==> config.mk <==
export PLATFORM = sky130hd
export DESIGN_NAME = pac_muldiv
export DESIGN_NICKNAME = d
export VERILOG_FILES = /design/src/rtl/core/pac_pkg.sv /design/src/rtl/core/pac_muldiv.sv
export SDC_FILE = /design/constraint.sdc
export NUM_CORES = 2
export LEC_CHECK = 0
export BUFFER_PORTS_ARGS = -buffer_cell sky130_fd_sc_hd__buf_4
export CAP_MARGIN = 5
export CORE_MARGIN = 4
export CORE_UTILIZATION = 45
export CTS_CLUSTER_DIAMETER = 60
export DETAILED_ROUTE_END_ITERATION = 8
export HOLD_SLACK_MARGIN = 0.08
export SETUP_SLACK_MARGIN = 0.5
export SLEW_MARGIN = 25
export SYNTH_ARGS = -nofsm -noshare
export SYNTH_HDL_FRONTEND = slang
export SYNTH_SLANG_ARGS = --single-unit
==> constraint.sdc <==
create_clock -name clk -period 3.5 [get_ports clk]
set_input_delay 0.35 -clock clk [delete_from_list [all_inputs] [get_ports clk]]
set_output_delay 0.35 -clock clk [all_outputs]
set_load 0.05 [all_outputs]
==> src/rtl/core/pac_pkg.sv <==
`default_nettype none
// ----------------------------------------------------------------------------
// pac_pkg
// Shared constants, codes and types of the pre-trigger audio capture core.
// ----------------------------------------------------------------------------
package pac_pkg;

	// ring geometry (DEPTH must be a power of two)
	localparam int unsigned DEPTH    = 524288;
	localparam int unsigned MAX_SPAN = 4096;
	localparam int unsigned ADDR_W   = $clog2(DEPTH);
	localparam int unsigned LEN_W    = ADDR_W + 1;

	localparam logic [LEN_W-1:0] STORE_LIMIT =
		(DEPTH > MAX_SPAN) ? LEN_W'(DEPTH - MAX_SPAN) : '0;
	localparam logic [LEN_W-1:0] DEPTH_LEN = LEN_W'(DEPTH);

	// field widths
	localparam int unsigned CMD_W      = 3;
	localparam int unsigned SAMPLE_W   = 16;
	localparam int unsigned TIME_W     = 32;
	localparam int unsigned RATE_W     = 18;
	localparam int unsigned PAD_W      = 11;
	localparam int unsigned MAXD_W     = 16;
	localparam int unsigned KIND_W     = 2;
	localparam int unsigned CFG_IDX_W  = 2;
	localparam int unsigned CFG_DATA_W = 18;

	// multiply-divide unit widths
	localparam int unsigned MD_A_W   = 32;
	localparam int unsigned MD_B_W   = 18;
	localparam int unsigned MD_P_W   = MD_A_W + MD_B_W;
	localparam int unsigned MD_CNT_W = $clog2(MD_P_W + 1);

	localparam logic [MD_B_W-1:0] MS_PER_S = MD_B_W'(1000);

	// commands
	localparam logic [CMD_W-1:0] CMD_APPEND = 3'd0;
	localparam logic [CMD_W-1:0] CMD_START  = 3'd1;
	localparam logic [CMD_W-1:0] CMD_END    = 3'd2;
	localparam logic [CMD_W-1:0] CMD_ABORT  = 3'd3;
	localparam logic [CMD_W-1:0] CMD_READ   = 3'd4;

	// result kinds
	localparam logic [KIND_W-1:0] KIND_SLICE    = 2'd0;
	localparam logic [KIND_W-1:0] KIND_NO_SLICE = 2'd1;
	localparam logic [KIND_W-1:0] KIND_READ     = 2'd2;

	// register indexes
	localparam logic [CFG_IDX_W-1:0] REG_RATE     = 2'd0;
	localparam logic [CFG_IDX_W-1:0] REG_PRE_PAD  = 2'd1;
	localparam logic [CFG_IDX_W-1:0] REG_POST_PAD = 2'd2;
	localparam logic [CFG_IDX_W-1:0] REG_MAX_DUR  = 2'd3;

	typedef enum logic [2:0] {
		ST_IDLE,
		ST_PRE,
		ST_CAP,
		ST_DROP,
		ST_TRIM,
		ST_READ,
		ST_EMIT
	} state_t;

	typedef struct packed {
		logic              go;
		logic [MD_A_W-1:0] a;
		logic [MD_B_W-1:0] b;
		logic [MD_B_W-1:0] d;
	} md_req_t;

	typedef struct packed {
		logic              done;
		logic [MD_P_W-1:0] q;
	} md_rsp_t;

	typedef struct packed {
		logic                we;
		logic [ADDR_W-1:0]   waddr;
		logic [SAMPLE_W-1:0] wdata;
		logic                re;
		logic [ADDR_W-1:0]   raddr;
	} ring_req_t;

endpackage
`default_nettype wire

==> src/rtl/core/pac_muldiv.sv <==
`default_nettype none
// ----------------------------------------------------------------------------
// pac_muldiv
// Shared unit: registered a*b, then restoring division by d, one quotient
// bit per cycle. done pulses for one cycle with the quotient on q.
// ----------------------------------------------------------------------------
module pac_muldiv (
	input  wire logic             clk,
	input  wire logic             arst_n,
	input  wire pac_pkg::md_req_t req,
	output pac_pkg::md_rsp_t      rsp
);

	logic                            busy_q;
	logic                            done_q;
	logic [pac_pkg::MD_CNT_W-1:0]    cnt_q;
	logic [pac_pkg::MD_P_W-1:0]      n_q;
	logic [pac_pkg::MD_B_W:0]        r_q;
	logic [pac_pkg::MD_B_W-1:0]      d_q;
	logic [pac_pkg::MD_B_W:0]        r_shift;
	logic                            fits;

	// trial subtract for the current quotient bit
	assign r_shift = {r_q[pac_pkg::MD_B_W-1:0], n_q[pac_pkg::MD_P_W-1]};
	assign fits    = r_shift >= {1'b0, d_q};

	// control
	always_ff @(posedge clk or negedge arst_n) begin
		if (!arst_n) begin
			busy_q <= 1'b0;
			done_q <= 1'b0;
			cnt_q  <= '0;
		end else begin
			done_q <= 1'b0;
			if (req.go) begin
				busy_q <= 1'b1;
				cnt_q  <= pac_pkg::MD_CNT_W'(pac_pkg::MD_P_W);
			end else if (busy_q) begin
				cnt_q <= cnt_q - 1'b1;
				if (cnt_q == pac_pkg::MD_CNT_W'(1)) begin
					busy_q <= 1'b0;
					done_q <= 1'b1;
				end
			end
		end
	end

	// load the product, then shift quotient bits in
	always_ff @(posedge clk) begin
		if (req.go) begin
			n_q <= pac_pkg::MD_P_W'(req.a) * pac_pkg::MD_P_W'(req.b);
			d_q <= req.d;
			r_q <= '0;
		end else if (busy_q) begin
			n_q <= {n_q[pac_pkg::MD_P_W-2:0], fits};
			r_q <= fits ? (r_shift - {1'b0, d_q}) : r_shift;
		end
	end

	assign rsp.done = done_q;
	assign rsp.q    = n_q;

endmodule
`default_nettype wire

### Word level (Yosys, flattened, before mapping)

Index checks and enable logic that the tools add are counted.

| cells by class | value |
|---|---|
| $add $sub $neg | 2 |
| multipliers | 1 |
| $lt $le $gt $ge | 1 |
| equal/unequal tests | 1 |
| mux-type cells | 11 |
| reductions and logical operators | 1 |

Operator list:

| kind | number |
|---|---|
| $mux W50 | 2 |
| $mul A32 B18 Y50 | 1 |
| $ge A19 B18 Y1 | 1 |
| $mux W18 | 1 |
| $sub A18 B18 Y18 | 1 |
| $mux W6 | 2 |
| $eq A6 B1 Y1 const B | 1 |
| $mux W1 | 6 |
| $sub A6 B1 Y6 const B | 1 |
| $reduce_bool A2 Y1 | 1 |

| word-level totals | value |
|---|---|
| register bits | 94 |
| bits of input ports | 71 |
| output and inout bits | 51 |
| logic and storage cells | 23 |

### Longest topological paths before layout

| logic depth | value |
|---|---|
| depth after elaboration | 4 |
| depth in mapped cells | 25 |
| gate-level depth less buffers | 23 |

### Worst setup path before layout

OpenSTA, ideal clock, no wires.

| timing | value |
|---|---|
| path kind | input to register |
| start point | input req[46] in the netlist's numbering |
| end point | register n_q[46] in the netlist's numbering, data pin |
| setup time | 0.260 ns |
| arrival | 6.245 ns |
| data required time | 3.240 ns |
| slack | -3.005 ns |
| stages on the path | 22 |
| path buffers | 2 |
| cell sequence | clkbuf_1 -> clkbuf_1 -> nand2_1 -> fa_1 -> fa_1 -> fa_1 -> fa_1 -> inv_1 -> fa_1 -> inv_1 -> fa_1 -> inv_1 -> ha_1 -> a21o_1 -> a221o_1 -> a311oi_2 -> a31oi_1 -> nor3b_2 -> o21ai_1 -> a21oi_1 -> xnor2_1 -> mux2_2 |

| on the way | value |
|---|---|
| longest elaborated chain between the ends | 2 |

Ends and longest elaborated chain:

| item | line | RTL |
|---|---|---|
| start, declared | pac_muldiv.sv:10 | `input wire pac_pkg::md_req_t req,` |
| $mul A32 B18 Y50 | pac_muldiv.sv:51 | `n_q <= pac_pkg::MD_P_W'(req.a) * pac_pkg::MD_P_W'(req.b);` |
| $mux W50 | pac_muldiv.sv:50 | `if (req.go) begin` |
| end signal, assigned | pac_muldiv.sv:51 |  |
| end signal, assigned | pac_muldiv.sv:55 | `n_q <= {n_q[pac_pkg::MD_P_W-2:0], fits};` |
| end, declared | pac_muldiv.sv:17 | `logic [pac_pkg::MD_P_W-1:0] n_q;` |

No other way between the ends.
A chain may end at the register's enable or synchronous reset.

### Final worst setup path

| timing | value |
|---|---|
| start point | input req[24] in the netlist's numbering |
| end point | register n_q[46] in the netlist's numbering, data pin |

Same word-level chain as after synthesis.

==> flow_summary.ini <==
[outcome]
status = finished with violations
failed_checks = setup timing

[clock_network]
clkLatencyLatePin_ns = 0.34
cts_buffers = 9
cts_sinks = 94
clockBufferDepth = 2
clk_pin_slew_ns = 0.07
cts-root-buf = clkbuf_16
cts_tree = built
htree_levels = 3

[final_layout]
drive_gt1_share_pct = 26.7
layout.nets = 3611
area_growth_pct = 27.0
final_common_cell = inv_1
num_antenna_cells = 0
final_cell_mix = 556 x inv_1, 450 x fa_1, 398 x nand2_1, 351 x buf_4, 193 x and2_1
finalInstanceArea_um2 = 29300

[timing]
period_minus_slack_ns = 6.12
hold_viol_final = 0
clock_skew_ns = 0.00865
max_slew_margin_pct = 43.9
slew_violations = 0
max_freq_ghz = 0.164
tightest_slew_ns = 0.841
final-setup-viol-count = 44
rsz0062_at_grt = yes
fin_crit_sh_pct = 175
final.setup.worst_slack_ns = -2.62

[global_route]
grt.overflow.total = 0
grt_pass1_vias = 20283
grt_pass1_wl_um = 102000
antenna_found_initial = 0
top_usage_layer = met2
grtUsageMet1_pct = 28.3
grt_util_met3_pct = 2.25
track_usage_pct = 23.1
grt_max_degree = 51
grtUsageMet2_pct = 43.6

[critical_path]
crit_path_cell_trace = buf_12 -> and2_4 -> fa_1 -> inv_2 -> fa_2 -> fa_1 -> inv_2 -> fa_2 -> fa_1 -> inv_2 -> fa_1 -> inv_2 -> ha_4 -> and3_4 -> a221o_1 -> a311oi_4 -> a31oi_2 -> buf_4 -> nor3b_2 -> buf_4 -> o21ai_2 -> a21oi_2 -> xnor2_1 -> mux2_4
start_kind = input port
cp_slowest_cell = fa_1
cp-end-kind = flop
arrival_ns = 6.21
cp_slowest_stage_delay_ns = 0.56
required_ns = 3.59
path_class = in2reg
critPathMaxFanout = 7

[synthesis]
yosys_warnings = 0
syn_inst = 2572
syn_area_per_cell_um2 = 8.97
netlist_area_um2 = 23100
synthDistinctLibCells = 68
synth_fp_nets = 3268
synth-seq-cells = 94
yosysSeqAreaShare_pct = 11.3
synth-edff-count = 68
synth_flop_cell = edfxtp_1
async_flop_share_pct = 8.51

[placed_design]
port_buffers = 121
dp_hpwl_um = 51300
dpl_cell_area_um2 = 27000
place_congestion = 0.908

[drt]
totalWireLength_um = 61600
drt_iter0_drc = 756
avgRoutedWirePerCell_um = 17.1
viasPerCell = 5.08
drtAntennaViolNets = 0
drc = 0
drt-pass1-iter-count = 5
vias = 18251

[die]
ios = 122
die_w_um = 234
die-area_um2 = 55000
initial_core_util_pct = 45.8
core_area_um2 = 50400
num_rows = 82
die_y_um = 234

[job]
max_cap_violations = 0

[hold_path]
min_path_type = in2reg
[cells in the mapped netlist, types with 3 or more instances]
master     instances  area share, %
and2_1           221            6.0
or3_1              5           0.14
inv_1            600            9.8
xor2_1            19           0.72
nand3b_1           4           0.13
clkbuf_1         122            2.0
and3_1            10           0.27
ha_1             144            7.8
dfrtp_1            8           0.87
o21bai_1           6           0.20
nand2_1          419            6.8
o311ai_0           4           0.15
mux2i_1           13           0.56
a221oi_1           4           0.15
mux2_2            39            1.9
a211o_1            3           0.11
nor2_1            61           0.99
xnor2_1           37            1.4
nor4_1             3          0.081
nand2b_1           8           0.22
o2111ai_1          3           0.11
o211ai_1           5           0.16
a21boi_0           3          0.098
a31oi_1           10           0.27
o21ai_0           47            1.0
o31ai_1            4           0.13
dfxtp_1           18            1.6
buf_1              3          0.049
buf_2              3          0.065
nand3_1           14           0.30
o21a_1             8           0.26
nor2b_1            7           0.19
a21o_1            27           0.88
edfxtp_1          68            8.8
nor3_1             6           0.13
fa_1             481             42
a211oi_1          20           0.65
a31o_2             4           0.15
a21oi_1           66            1.4
nand4_1            8           0.22
[metal layers]
layer	vias up	part of all wire (%)	wire length (µm)
met3	97	3.3	2030
met1	9407	40	24600
met2	360	54	33200
met4	0	2.9	1790
li1	8387	-	-
met5	-	0	0
[cell families after synthesis]
family / count (synthesis) / share of synthesized area, %
AO/OA/AOI/OAI: 237 / 6.76
XOR/XNOR: 56 / 2.13
adder cells (fa/ha/maj): 625 / 49.5
buffers and inverters: 732 / 12.0
flip-flops: 94 / 11.3
multiplexers: 52 / 2.47
AND/OR/NAND/NOR: 776 / 15.9
[sequential cells by signal, indices dropped and copies added, names as in the netlist]
register / cells
r_q: 18
n_q: 50
busy_q: 1
d_q: 18
cnt_q: 6
done_q: 1
[critical path, delay by kind of cell]
| kind | cells | cell delay [ns] |
|---|---|---|
| AND/OR/NAND/NOR | 3 | 0.46 |
| adder cells (fa/ha/maj) | 7 | 3.28 |
| XOR/XNOR | 1 | 0.08 |
| AO/OA/AOI/OAI | 5 | 1.11 |
| buffers and inverters | 7 | 0.66 |
| multiplexers | 1 | 0.25 |
[final cells by class]
cell class	instances	area, µm²
multi-input combinational	1746	19200
inverter	602	2260
timing repair buffer	462	4090
sequential	94	2600
fill	4360	21100
clock buffer	9	225
tap	672	841
clock inverter	7	119
[path summary, 6_finish.rpt]
path / from / end / slack (ns) / depth (start not counted)
hold / removal: req[0] / d_q[0] / 0.19 / 1
hold reg to reg: r_q[4] / r_q[4] / 0.51 / 2
max in group asynchronous: arst_n / busy_q / 3.00 / 2
setup reg to reg: d_q[6] / r_q[9] / 0.63 / 12
min in group asynchronous: arst_n / done_q / 0.36 / 2
setup / recovery: req[24] / n_q[46] / -2.62 / 24
[stage by stage]
step / hold slack [ns] / TNS, ns / setup WS, ns / std cells / util [%]
floorplan: 0.0544 / -81.54 / -2.66 / 2572 / -
global placement: 0.172 / -104.50 / -2.97 / 3524 / 53.6
detailed placement: 0.174 / -105.64 / -2.99 / 3524 / 53.6
CTS: 0.171 / -86.03 / -2.49 / 3569 / 56.7
global route: 0.164 / -95.69 / -2.76 / 3592 / 58.2
finish: 0.186 / -89.76 / -2.62 / 3592 / 58.2
[repair_timing]
item                       CTS  global route
resized for setup          231           146
buffers inserted            26            23
setup endpoints to repair   60            60
gates cloned                 2             0
hold endpoints to repair     8             0
pin swaps                  107           113
hold buffers                 1             0
Power is left out: the tool's default activity adds up to more than one toggle a clock period on the data nets, which glitch-free logic cannot reach.
